--- config.mk ---
export PLATFORM = sky130hd
export DESIGN_NAME = extent_run_list_decoder_top
export DESIGN_NICKNAME = d
export VERILOG_FILES = /design/src/hw/rtl/erld_pkg.sv /design/src/hw/rtl/erld_in_stage.sv /design/src/hw/rtl/erld_core.sv /design/src/hw/rtl/extent_run_list_decoder_top.sv
export VERILOG_INCLUDE_DIRS = /design/src /design/src/hw/rtl
export SDC_FILE = /design/constraint.sdc
export NUM_CORES = 1
export LEC_CHECK = 0
export BUFFER_PORTS_ARGS = -buffer_cell sky130_fd_sc_hd__buf_2
export CORE_MARGIN = 5
export CORE_UTILIZATION = 40
export DETAILED_ROUTE_END_ITERATION = 10
export PLACE_DENSITY_LB_ADDON = 0.12
export SLEW_MARGIN = 40
export SYNTH_ARGS = -nofsm -noshare
export SYNTH_HDL_FRONTEND = slang
export SYNTH_SLANG_ARGS = --single-unit
--- constraint.sdc ---
create_clock -name clk -period 10.9 [get_ports clk]
set_input_delay 2.18 -clock clk [delete_from_list [all_inputs] [get_ports clk]]
set_output_delay 2.18 -clock clk [all_outputs]
set_load 0.02 [all_outputs]
--- src/hw/rtl/assert_macros.svh ---
// ----------------------------------------------------------------------------
// assert_macros.svh
// Concurrent assertion helpers, clocked on clk; ASSERT_CLK is disabled in reset.
// ----------------------------------------------------------------------------
`ifndef ASSERT_MACROS_SVH
`define ASSERT_MACROS_SVH

// Implication checked every clock edge outside reset.
`define ASSERT_CLK(label, prop, msg) \
  label: assert property (@(posedge clk) disable iff (rst) (prop)) else $error(msg);

// Same check, also active during reset.
`define ASSERT_ALWAYS(label, prop, msg) \
  label: assert property (@(posedge clk) (prop)) else $error(msg);

`endif

--- src/hw/rtl/erld_pkg.sv ---
// ----------------------------------------------------------------------------
// erld_pkg
// Shared widths, codes and types for the extent run list decoder.
// ----------------------------------------------------------------------------
package erld_pkg;

  localparam int BYTE_W   = 8;
  localparam int BASE_W   = 64;
  localparam int LEN_W    = 32;
  localparam int STATUS_W = 2;
  localparam int SIZE_W   = 4;
  localparam int IDX_W    = 3;

  typedef enum logic [STATUS_W-1:0] {
    ST_RUN  = 2'd0,
    ST_END  = 2'd1,
    ST_BAD  = 2'd2
  } status_t;

  typedef struct packed {
    logic [BYTE_W-1:0] run_byte;
    logic              list_start;
  } in_item_t;

  typedef struct packed {
    logic [BASE_W-1:0] run_start;
    logic [LEN_W-1:0]  run_length;
    status_t           status;
  } result_t;

endpackage

--- src/hw/rtl/erld_in_stage.sv ---
// ----------------------------------------------------------------------------
// erld_in_stage
// Input register: captures one byte request per cycle from the stream side while the core takes items.
// ----------------------------------------------------------------------------
module erld_in_stage (
  input  logic                         clk,
  input  logic                         rst,
  input  logic                         s_tvalid,
  output logic                         s_tready,
  input  logic [erld_pkg::BYTE_W-1:0]  s_tdata,   // [7:0] run_byte
  input  logic                         s_tuser,   // [0] list_start
  output logic                         item_valid,
  output erld_pkg::in_item_t           item,
  input  logic                         item_take
);
  import erld_pkg::*;

  logic     valid;
  in_item_t data;

  assign s_tready   = !valid || item_take;
  assign item_valid = valid;
  assign item       = data;

  always_ff @(posedge clk) begin
    if (rst) begin
      valid <= 1'b0;
    end else if (s_tvalid && s_tready) begin
      valid <= 1'b1;
    end else if (item_take) begin
      valid <= 1'b0;
    end
  end

  always_ff @(posedge clk) begin
    if (s_tvalid && s_tready) begin
      data.run_byte   <= s_tdata;
      data.list_start <= s_tuser;
    end
  end

endmodule

--- src/hw/rtl/erld_core.sv ---
// ----------------------------------------------------------------------------
// erld_core
// Run list decode state, one byte per cycle while the result register can take, and the result register.
// ----------------------------------------------------------------------------
module erld_core (
  input  logic                         clk,
  input  logic                         rst,
  input  logic                         item_valid,
  input  erld_pkg::in_item_t           item,
  output logic                         item_take,
  input  logic [erld_pkg::BASE_W-1:0]  initial_base,
  output logic                         res_valid,
  input  logic                         res_ready,
  output erld_pkg::result_t            res
);
  import erld_pkg::*;
  `include "assert_macros.svh"

  typedef enum logic [1:0] {
    PH_HEADER = 2'd0,
    PH_LENGTH = 2'd1,
    PH_OFFSET = 2'd2,
    PH_IDLE   = 2'd3
  } phase_t;

  phase_t              phase, phase_next;
  logic [SIZE_W-1:0]   length_size, length_size_next;
  logic [SIZE_W-1:0]   offset_size, offset_size_next;
  logic [IDX_W-1:0]    byte_index, byte_index_next;
  logic [LEN_W-1:0]    length_accum, length_accum_next;
  logic [BASE_W-1:0]   offset_accum, offset_accum_next;
  logic [BASE_W-1:0]   cluster_base, cluster_base_next;
  logic                emit_next;
  result_t             res_next;
  logic                fire;

  assign item_take = !res_valid || res_ready;
  assign fire      = item_valid && item_take;

  always_comb begin
    logic [BYTE_W-1:0] b;
    logic [SIZE_W-1:0] ls, os;
    logic [SIZE_W-1:0] idx_inc;
    logic [BASE_W-1:0] off_full;
    phase_t            ph;
    logic [SIZE_W-1:0] lsz, osz;
    logic [IDX_W-1:0]  idx;
    logic [LEN_W-1:0]  lacc;
    logic [BASE_W-1:0] oacc, base;

    b    = item.run_byte;
    ph   = phase;
    lsz  = length_size;
    osz  = offset_size;
    idx  = byte_index;
    lacc = length_accum;
    oacc = offset_accum;
    base = cluster_base;
    if (item.list_start) begin
      ph   = PH_HEADER;
      lsz  = '0;
      osz  = '0;
      idx  = '0;
      lacc = '0;
      oacc = '0;
      base = initial_base;
    end

    ls      = b[SIZE_W-1:0];
    os      = b[BYTE_W-1:SIZE_W];
    idx_inc = {1'b0, idx} + SIZE_W'(1);
    off_full = oacc | ({{(BASE_W-BYTE_W){1'b0}}, b} << {idx, 3'b000});

    phase_next        = ph;
    length_size_next  = lsz;
    offset_size_next  = osz;
    byte_index_next   = idx;
    length_accum_next = lacc;
    offset_accum_next = oacc;
    cluster_base_next = base;
    emit_next         = 1'b0;
    res_next.run_start  = '0;
    res_next.run_length = '0;
    res_next.status     = ST_RUN;

    case (ph)
      PH_HEADER: begin
        if (b == '0) begin
          phase_next      = PH_IDLE;
          emit_next       = 1'b1;
          res_next.status = ST_END;
        end else if (ls == '0 || ls > SIZE_W'(8) || os > SIZE_W'(8)) begin
          phase_next      = PH_IDLE;
          emit_next       = 1'b1;
          res_next.status = ST_BAD;
        end else begin
          length_size_next  = ls;
          offset_size_next  = os;
          byte_index_next   = '0;
          length_accum_next = '0;
          offset_accum_next = '0;
          phase_next        = PH_LENGTH;
        end
      end
      PH_LENGTH: begin
        if (!idx[2]) begin
          length_accum_next = lacc |
            ({{(LEN_W-BYTE_W){1'b0}}, b} << {idx[1:0], 3'b000});
        end
        if (idx_inc >= lsz) begin
          byte_index_next = '0;
          if (osz == '0) begin
            phase_next          = PH_HEADER;
            emit_next           = 1'b1;
            res_next.run_start  = base;
            res_next.run_length = length_accum_next;
            length_accum_next   = '0;
            offset_accum_next   = '0;
          end else begin
            phase_next = PH_OFFSET;
          end
        end else begin
          byte_index_next = idx_inc[IDX_W-1:0];
        end
      end
      PH_OFFSET: begin
        offset_accum_next = off_full;
        if (idx_inc >= osz) begin
          if (!osz[3] && b[BYTE_W-1]) begin
            off_full = off_full | ({BASE_W{1'b1}} << {osz[2:0], 3'b000});
          end
          cluster_base_next   = base + off_full;
          phase_next          = PH_HEADER;
          byte_index_next     = '0;
          emit_next           = 1'b1;
          res_next.run_start  = cluster_base_next;
          res_next.run_length = lacc;
          length_accum_next   = '0;
          offset_accum_next   = '0;
        end else begin
          byte_index_next = idx_inc[IDX_W-1:0];
        end
      end
      default: begin
      end
    endcase
  end

  always_ff @(posedge clk) begin
    if (rst) begin
      phase        <= PH_HEADER;
      length_size  <= '0;
      offset_size  <= '0;
      byte_index   <= '0;
      length_accum <= '0;
      offset_accum <= '0;
      cluster_base <= '0;
      res_valid    <= 1'b0;
    end else begin
      if (fire) begin
        phase        <= phase_next;
        length_size  <= length_size_next;
        offset_size  <= offset_size_next;
        byte_index   <= byte_index_next;
        length_accum <= length_accum_next;
        offset_accum <= offset_accum_next;
        cluster_base <= cluster_base_next;
      end
      if (item_take) begin
        res_valid <= item_valid && emit_next;
      end
    end
  end

  always_ff @(posedge clk) begin
    if (fire && emit_next) begin
      res <= res_next;
    end
  end

  `ASSERT_CLK(a_term_fields_zero,
    (res_valid && res.status != ST_RUN) |-> (res.run_start == '0 && res.run_length == '0),
    "end or error result carries nonzero fields")
  `ASSERT_CLK(a_term_goes_idle,
    (fire && emit_next && res_next.status != ST_RUN) |=> (phase == PH_IDLE),
    "decoder not idle after end or error")
  `ASSERT_CLK(a_idle_silent,
    (fire && phase == PH_IDLE && !item.list_start) |-> !emit_next,
    "result produced while idle")
  `ASSERT_ALWAYS(a_len_index_range,
    (phase == PH_LENGTH) |-> ({1'b0, byte_index} < length_size),
    "length byte index beyond length size")

endmodule

--- src/hw/rtl/extent_run_list_decoder_top.sv ---
// ----------------------------------------------------------------------------
// extent_run_list_decoder_top
// A result is loaded into the result register after its last byte passes the input register.
// Throughput: one byte per cycle, limited only by the result register.
// The header, length and offset decode run in one pass per byte.
// Reset (rst, synchronous) clears decode state, cluster base and the initial base register to 0.
// ----------------------------------------------------------------------------
module extent_run_list_decoder_top (
  input  logic                         clk,
  input  logic                         rst,
  input  logic                         cfg_valid,
  output logic                         cfg_ready,
  input  logic [erld_pkg::BASE_W-1:0]  cfg_data,   // initial_base
  input  logic                         s_tvalid,
  output logic                         s_tready,
  input  logic [erld_pkg::BYTE_W-1:0]  s_tdata,    // [7:0] run_byte
  input  logic                         s_tuser,    // [0] list_start
  output logic                         m_tvalid,
  input  logic                         m_tready,
  output logic [95:0]                  m_tdata,    // [63:0] run_start, [95:64] run_length
  output logic [erld_pkg::STATUS_W-1:0] m_tuser    // [1:0] status
);
  import erld_pkg::*;

  logic              initial_base;
  logic [BASE_W-1:0] base_reg;
  logic              item_valid;
  in_item_t          item;
  logic              item_take;
  result_t           res;

  assign cfg_ready    = 1'b1;
  assign initial_base = cfg_valid && cfg_ready;

  always_ff @(posedge clk) begin
    if (rst) begin
      base_reg <= '0;
    end else if (initial_base) begin
      base_reg <= cfg_data;
    end
  end

  erld_in_stage u_in (
    .clk        (clk),
    .rst        (rst),
    .s_tvalid   (s_tvalid),
    .s_tready   (s_tready),
    .s_tdata    (s_tdata),
    .s_tuser    (s_tuser),
    .item_valid (item_valid),
    .item       (item),
    .item_take  (item_take)
  );

  erld_core u_core (
    .clk          (clk),
    .rst          (rst),
    .item_valid   (item_valid),
    .item         (item),
    .item_take    (item_take),
    .initial_base (base_reg),
    .res_valid    (m_tvalid),
    .res_ready    (m_tready),
    .res          (res)
  );

  assign m_tdata = {res.run_length, res.run_start};
  assign m_tuser = res.status;

endmodule

[Yosys cells after proc, flatten, opt, wreduce, memory -nomap -nowiden]
Index checks and enable logic that the tools add are counted.
Cells by class
  add/sub/neg operators: 2
  order comparisons: 4
  equal/unequal tests: 2
  shift operators: 3
  mux-type cells: 56
  bitwise gates (word level): 4
  reduce and logical (&&, ||, !) cells: 18
Operators by type and width (count)
  64-bit two-way mux: 12
  96-bit two-way mux: 3
  32-bit two-way mux: 7
  64-bit case mux with 3 select lines: 1
  96-bit case mux with 2 select lines: 1
  64-bit bitwise OR: 2
  32-bit case mux with 3 select lines: 1
  64-bit adder: 1
  64-bit by 6-bit << shifter with 64-bit output, first input constant: 1
  8-bit by 6-bit << shifter with 64-bit output: 1
  4-bit two-way mux: 8
  32-bit bitwise OR: 1
  8-bit by 5-bit << shifter with 32-bit output: 1
  3-bit two-way mux: 5
  2-bit two-way mux: 7
  3-bit case mux with 3 select lines: 1
  4-bit >= comparator: 2
  4-bit greater-than comparator, second input constant: 2
  4-bit zero test: 2
  8-bit zero test: 1
  1-bit two-way mux: 8
  2-bit case mux with 3 select lines: 1
  1-bit logical AND: 5
  3-bit by 1-bit adder with 4-bit output, second input constant: 1
  9 further kinds: 14
Storage, ports and cells
  bits in registers: 346
  input bits: 78

[Longest topological paths before layout]
Gate-level depths: netlist of the first run.
  word-level depth: 10
  mapped depth: 19
  mapped depth without buffers: 16

[Modules after synthesis]
A second synthesis of the first run with hierarchy kept.
Unflattened totals
  cell total of the unflattened synthesis: 2156
  area total of the unflattened synthesis: 19489.9 µm²
By module, submodules not included
  erld_core: instances 1, cells an instance 1934, area each 16862.4 µm², sequential area each 6426.2 µm²
  extent_run_list_decoder_top: instances 1, cells an instance 208, area each 2302.2 µm², sequential area each 1281.2 µm²
  erld_in_stage: instances 1, cells an instance 14, area each 325.3 µm², sequential area each 290.3 µm²

[Worst setup path before layout of the first run]
OpenSTA, ideal clock, no wires.
  path type: flip-flop to flip-flop
  start: register u_in.data (netlist bit u_in.item[0])
  end: register u_core.res[0] (netlist name)
  library setup time: 734 ps
  arrival: 10455 ps
  setup slack: -289 ps
  stages on the path, launching flop included: 13
  path buffers: 5
  clock period less this slack: 11189 ps
  cells stage by stage: edfxtp_1 > buf_2 > buf_1 > clkbuf_1 > clkbuf_1 > nor2_1 > ha_1 > a21o_1 > a21o_1 > a21oi_1 > nand2b_1 > clkbuf_1 > a311oi_1
Between the ends
  cells in the longest elaborated chain, start to end: 6
  elaborated cells between the ends (all ways): 16
  classes of those cells: add/sub (1); order compare (2); eq/ne (2); mux (8); reduce/logical (3)
Ends and longest elaborated chain
  start, declared: RTL line erld_in_stage.sv:19  | in_item_t data;
  3-bit two-way mux / 4-bit two-way mux (equally long branches): RTL line erld_core.sv:59  | if (item.list_start) begin
  3-bit by 1-bit adder with 4-bit output / 4-bit zero test (equally long branches): RTL line erld_core.sv:71, erld_core.sv:112
  4-bit >= comparator (tied with other cells): RTL line erld_core.sv:128  | if (idx_inc >= osz) begin
  1-bit two-way mux, on equally long branches: RTL line erld_core.sv:128, erld_core.sv:110
  1-bit case mux with 3 select lines (*): RTL line erld_core.sv:86  | case (ph)
  1-bit logical AND (*): RTL line erld_core.sv:176  | if (fire && emit_next) begin
Mark *: on every way between the ends. The rest lies on a longest branch, timed or not.
A chain may end at the register's enable or synchronous reset.

==> impl_results.md, run 1 <==
- CTS tree: built
- Final slew viol count: 0
- Worst Clk Skew: 0.0357 ns
- GR Util All Layers: 24.1%
- Layout Nets: 2436
- Clock latency on the worst-skew pair: 0.58 ns
- Syn Area/Cell: 8.86 sq um
- Status: completed
- Via count: 17100
- Cell-internal power: 2370 uW
- Total die area: 53100 sq um
- Family with the most delay on the worst path: compound AO/OA/AOI/OAI gates
- Crit-path cells: clkinv_1 > buf_4 > nand2_1 > and2_1 > o211ai_1 > nand3_1 > ha_1 > a21oi_1 > o21ai_0 > a221oi_1 > o31ai_1 > nor2_1 > o31a_1 > o21ai_1 > a211oi_1 > o21a_1 > o211ai_1
- Fillers: 4678
- Startpoint types: flop
- Switch Pwr: 995 uW
- Worst Setup Path Type: reg2reg
- Period minus WS final: 5.59 ns
- Unrepaired setup endpoints after global routing: false
- Mapped Area: 19400 sq um
- DRT Wirelength: 66.4 mm
- Clk buf depth: 3
- Clock sink count: 346
- Boundary Pins: 179
- Flip-flop and latch area: 8000 sq um
- Async S/R FF share, synth: 0%
- First drt pass iteration count: 7
- Core Util, Final: 46.1%
- Buffers plus inverters on the worst setup path: 2
- Max FFs per register: 98
- Via density: 5.83
- Initial DRC count: 1543
- RD Place Congestion: 0.971
- Logic pwr share: 17.6%
- # H-tree levels: 2
- Post-CTS Setup Bufs: 0
- Diodes inserted: 0
- CP endpoint kind: flop
- Hold Fails Final Rpt: 0
- P_leak: 0.00870 uW
- Post-route cell area: 22100 sq um
- Arrival time worst endpoint: 5.90 ns
- Register share of total power: 41.6%
- CTS buffer count: 41
- Post-CTS resize count: 0
- Largest net degree at the start of global routing: 90
- Fin crit share: 51.3%
- CP Data Required Time: 11.21 ns
- CP Max Fanout: 39
- Share of cells above drive strength 1: 15.6%
- Biggest register: u_core.res
- Die width: 230 um
- Synth Warn #: 0
- Final Instance Count excl. Fillers: 2923
- CTS root buf: clkbuf_16
- Area delta synth->final: 13.6%
- Max incr delay on CP: 0.61 ns
- Synth Register Bits: 346
- Cell count after synthesis: 2195
- Sequential cell area fraction in the yosys report: 41.1%
- Number of global-route vias before repair: 16400
- Fmax: 179 MHz
- # rows: 80
- Setup TNS: 0 ns
- Clk slew on worst S/H paths: 0.06 ns
- Post-synth cell types: 85
- Final setup fails: 0
- Hold Buf Count CTS: 0
- Total grt overflow: 0
- Routed length per instance: 22.7 um
- First-pass GRT wire length: 101 mm
- Critical Path Most Common Cell: o211ai_1
- Initial Utilization: 40.5%
- DIE HEIGHT: 230 um
- Post-DP Area: 20700 sq um
- Max-cap violation count: 0
- Clock share of power: 40.8%
- Post-synth EDFFs: 107
- Initial antenna violation count: 1
- PwrDens: 152 nW/um^2
- Area of the multi-input gates: 10700 sq um
- Sw frac: 29.6%
- Max VDD drop: 98.5 uV
- Min-Delay Path Class: reg2reg
- Primary FF master, synth: dfxtp_1
- Post-route DRC: 0
- Core box area: 47900 sq um
- Post-Syn Nets: 2354
- Final HPWL from detailed placement: 47.1 mm
- Slowest cell on the critical path: a211oi_1
- Worst-margin pin slew: 0.914 ns
- Post-DRT Antenna Nets: 0
- Relative slew slack: 39.1%
- Dpl cells: 2848
- PortBufs: 177
cell families (layout without fill, tap and decap cells):
family          count (synthesis)  after routing  synth area share (%)
flops                         346            346                  41.1
buf+inv                       207            320                  4.25
simple gates                  746            746                  17.4
xor+xnor                       57             57                  2.57
compound gates                624            624                  22.2
other cells                     1              1                0.0193
fa+ha+maj                      81             81                  5.25
mux                           133            133                  7.16
worst min-delay path, delay by kind of cell (launching register included):
kind,cells,cell delay (ns)
flip-flops,1,0.31
AND/OR/NAND/NOR,1,0.05
AO/OA/AOI/OAI,1,0.05
Yosys cell counts (all sizes together) (41+ instances only):
cell,number,area share (%)
dfxtp,239,25
a21oi,185,4.8
clkbuf,125,2.4
nand3,65,1.7
mux2,48,2.8
nor2,241,4.7
nor2b,41,1.3
ha,80,5.1
a211oi,42,1.7
o21ai,77,2.0
nand2,254,4.9
o2bb2ai,86,3.9
edfxtp,107,17
inv,43,0.83
mux2i,85,4.4
routing by layer:
| metal | GRT usage [%] | wire [um] | part of all wire (%) |
|---|---|---|---|
| met5 | 0 | 0 | 0 |
| met4 | 5.34 | 1170 | 1.8 |
| met3 | 4.03 | 4040 | 6.1 |
| met2 | 35.6 | 28100 | 42 |
| met1 | 37.0 | 33100 | 50 |
worst paths after layout:
check	startpoint	to	slack [ns]	cells after the start
setup / recovery	u_in.item[0]	u_core.res[95]	5.31	17
setup reg to reg	u_in.item[0]	u_core.res[95]	5.31	17
hold reg to reg	u_core.cluster_base[2]	u_core.cluster_base[2]	0.45	2
hold / removal	u_core.cluster_base[2]	u_core.cluster_base[2]	0.45	2
final cells by class:
cell class / count / area share, %
Clock buffer: 62 / 5.46
Clock inverter: 12 / 0.634
Inverter: 44 / 0.748
Multi-Input combinational cell: 1642 / 48.5
Sequential cell: 346 / 36.2
Tap cell: 615 / 3.48
Timing Repair Buffer: 202 / 5.01
through the flow:
step / total power [uW] / hold slack (ns) / setup WS, ns
after floorplan: 1830 / 0.431 / 3.55
after global placement: 2010 / 0.438 / 5.45
after detailed placement: 2010 / 0.446 / 5.42
after CTS: 3390 / 0.455 / 5.38
after global routing: 3510 / 0.471 / 4.91
final: 3370 / 0.452 / 5.31
layout by cell type, fill, tap and decap left out, types with 40 or more instances in the layout:
master / Yosys / layout
edfxtp_1: 107 / 107
buf_2: 18 / 175
o2bb2ai_1: 86 / 86
ha_1: 80 / 79
clkbuf_16: 0 / 43
mux2i_1: 85 / 85
nand2_1: 252 / 250
o21ai_0: 71 / 70
inv_1: 43 / 43
dfxtp_1: 239 / 239
nor2_1: 240 / 238
nor2b_1: 41 / 40
nand3_1: 64 / 64
a21oi_1: 184 / 183
mux2_2: 48 / 48
power groups by stage:
stage,Clock [uW],Sequential (uW),Combinational (uW)
floorplan,0,1430,405
global placement,0,1430,584
detailed placement,0,1430,584
CTS,1400,1400,587
global route,1460,1400,648
finish,1370,1400,593
No activity file was read; power rests on OpenSTA's default activity.
==> run 2, diff against run 1 <==
clock period = 4.5 ns   (was 10.9 ns; I/O delays follow)
==> run 2 against run 1 <==
Compared with the run above: non-clock buffer count increased by 207; fmax increased by 28%; wire length increased by 4.1%; sequential share of layout area decreased by 2.7 points; final cell count increased by 7.0%.
==> impl_results.md, run 2 (same netlist as run 1, synthesis figures left out) <==
- Final setup fails: 0
- Highest-count cells in the layout ignoring fill and taps: nand2_1 (248), nor2_1 (238), dfxtp_1 (238)
- Flip-flop and latch area: 8000 sq um
- Setup ws final: 0.151 ns
- Die width: 230 um
- Final HPWL from detailed placement: 51.2 mm
- Register share of total power: 39.9%
- GR Util All Layers: 25.1%
- Power Total: 8480 uW
- CP Max Fanout: 9
- CP endpoint kind: flop
- CTS buffer count: 40
- Period minus WS final: 4.35 ns
- PwrDens: 355 nW/um^2
- Clk slew on worst S/H paths: 0.06 ns
- Clock share of power: 40.2%
- Sw frac: 29.4%
- Worst Setup Path Type: reg2reg
- Via count: 18000
- RD Place Congestion: 0.954
- Relative slew slack: 46.4%
- Fin crit share: 96.6%
- Hold Fails Final Rpt: 0
- RR Startpoint: u_in.item[0]
- Total grt overflow: 0
- Post-route DRC: 0
- CTS root buf: clkbuf_16
- WHS Endpoint: u_core.offset_accum[51]
- Pre-CTS setup slack: -0.0284 ns
- Logic pwr share: 19.9%
- Min-Delay Path Class: reg2reg
- Hold Worst Slack: 0.462 ns
- Reg2Reg Depth: 15
- Worst-margin pin slew: 0.803 ns
- Boundary Pins: 179
- Max VDD drop: 217 uV
- Initial DRC count: 1548
- Total die area: 53100 sq um
- Post-DRT Antenna Nets: 0
- Status: completed
- Area delta synth->final: 22.7%
- Fillers: 4597
- Cell-internal power: 5990 uW
- Area of the multi-input gates: 10900 sq um
- Via density: 5.74
- Max FFs per register: 98
- CP Data Required Time: 4.79 ns
- R2R Setup Slk: 0.15 ns
- Number of global-route vias before repair: 17400
- Reg2reg end: u_core.res[94]
- Initial antenna violation count: 3
- PortBufs: 177
- Startpoint types: flop
- First-pass GRT wire length: 106 mm
- Fmax: 230 MHz
- First drt pass iteration count: 5
- Diodes inserted: 0
- Clock sink count: 346
- Clock latency on the worst-skew pair: 0.59 ns
- Worst Clk Skew: 0.0258 ns
- Max-cap violation count: 0
- Hold Buf Count CTS: 0
- Core box area: 47900 sq um
- Commonest non-fill, non-tap cell in the layout: nand2_1
- Arrival time worst endpoint: 4.64 ns
- DRT Wirelength: 69.1 mm
- Share of cells above drive strength 1: 23.6%
- # rows: 80
- Initial Utilization: 40.5%
- Hold_sp: u_core.offset_accum[51]
- Layout Nets: 2642
- P_leak: 0.00972 uW
- Clk buf depth: 3
- Final slew viol count: 0
- Hold Path Depth: 1
- CTS tree: built
- # H-tree levels: 2
- Biggest register: u_core.res
- Routed length per instance: 22.1 um
- DIE HEIGHT: 230 um
- Largest net degree at the start of global routing: 68
- Switch Pwr: 2490 uW
-- run 2: cell types whose count changed in the layout (fill, tap and decap cells not counted), sizes merged --
cell      change
buf         +207
clkbuf        -8
bufinv        +3
clkinv        +3
inv           +2
clkinvlp      -1
-- run 2: layer usage --
layer  vias to the layer above  global-route usage, %  part of all wire [%]
met2                       593                   37.2                    43
met1                      8710                   38.2                    49
met4                         0                   5.14                   1.7
met3                        80                   4.57                   6.9
met5                         -                      0                     0
li1                       8577                      -                     -
-- run 2: final cells by class --
class	count	area share, %
well taps	615	3.23
clock buffers	54	4.67
multi-input cells	1642	45.6
flip-flops and latches	346	33.5
inverters	44	0.698
clock inverters	19	1.07
repair buffers	409	11.2
-- run 2: worst max-delay path by stage --
stage	start	endpoint	slack, ns	depth (start not counted)
floorplan	u_in.item[0]	u_core.res[0]	-0.46	12
global placement	u_in.item[0]	u_core.res[94]	0.02	18
detailed placement	u_core.offset_size[3]	u_core.res[93]	-0.03	18
CTS	u_in.item[0]	u_core.cluster_base[60]	0.03	19
global route	u_in.item[0]	u_core.res[91]	-0.02	22
finish	u_in.item[0]	u_core.res[94]	0.15	15
-- run 2: stage by stage --
| stage | util (%) | area [sq um] | setup TNS (ns) | std cells |
|---|---|---|---|---|
| after global placement | 46.4 | 22300 | 0 | 3053 |
| after floorplan | - | 19600 | -45.40 | 2195 |
| after CTS | 49.3 | 23700 | 0 | 3126 |
| after detailed placement | 46.5 | 22300 | -0.0714 | 3053 |
| after global routing | 49.7 | 23800 | -0.0247 | 3129 |
| final | 49.7 | 23800 | 0 | 3129 |
-- run 2: worst max-delay path: stages (launching register included) --
cell,delay [ns]
edfxtp_1,0.42
clkinv_2,0.11
buf_4,0.17
nand2_1,0.15
o31a_1,0.46
a221o_1,0.36
ha_1,0.41
a21oi_1,0.32
o21ai_0,0.19
a21o_1,0.23
a21oi_1,0.21
nor2_1,0.07
nor3_1,0.38
o31ai_4,0.15
xnor2_1,0.27
o21ai_0,0.13
-- run 2: power by group through the flow --
stage          combinational (uW)  sequential, uW  clock, uW
6_report                     1680            3380       3410
5_1_grt                      1820            3390       3620
4_1_cts                      1640            3380       3490
3_5_place_dp                 1640            3450          0
3_3_place_gp                 1630            3450          0
2_1_floorplan                 990            3460          0
-- run 2: timing repair --
item	in CTS	in global routing
setup endpoints to repair	4	29
cloned	0	0
pin swaps	0	6
resized for setup	3	35
setup buffers	0	3
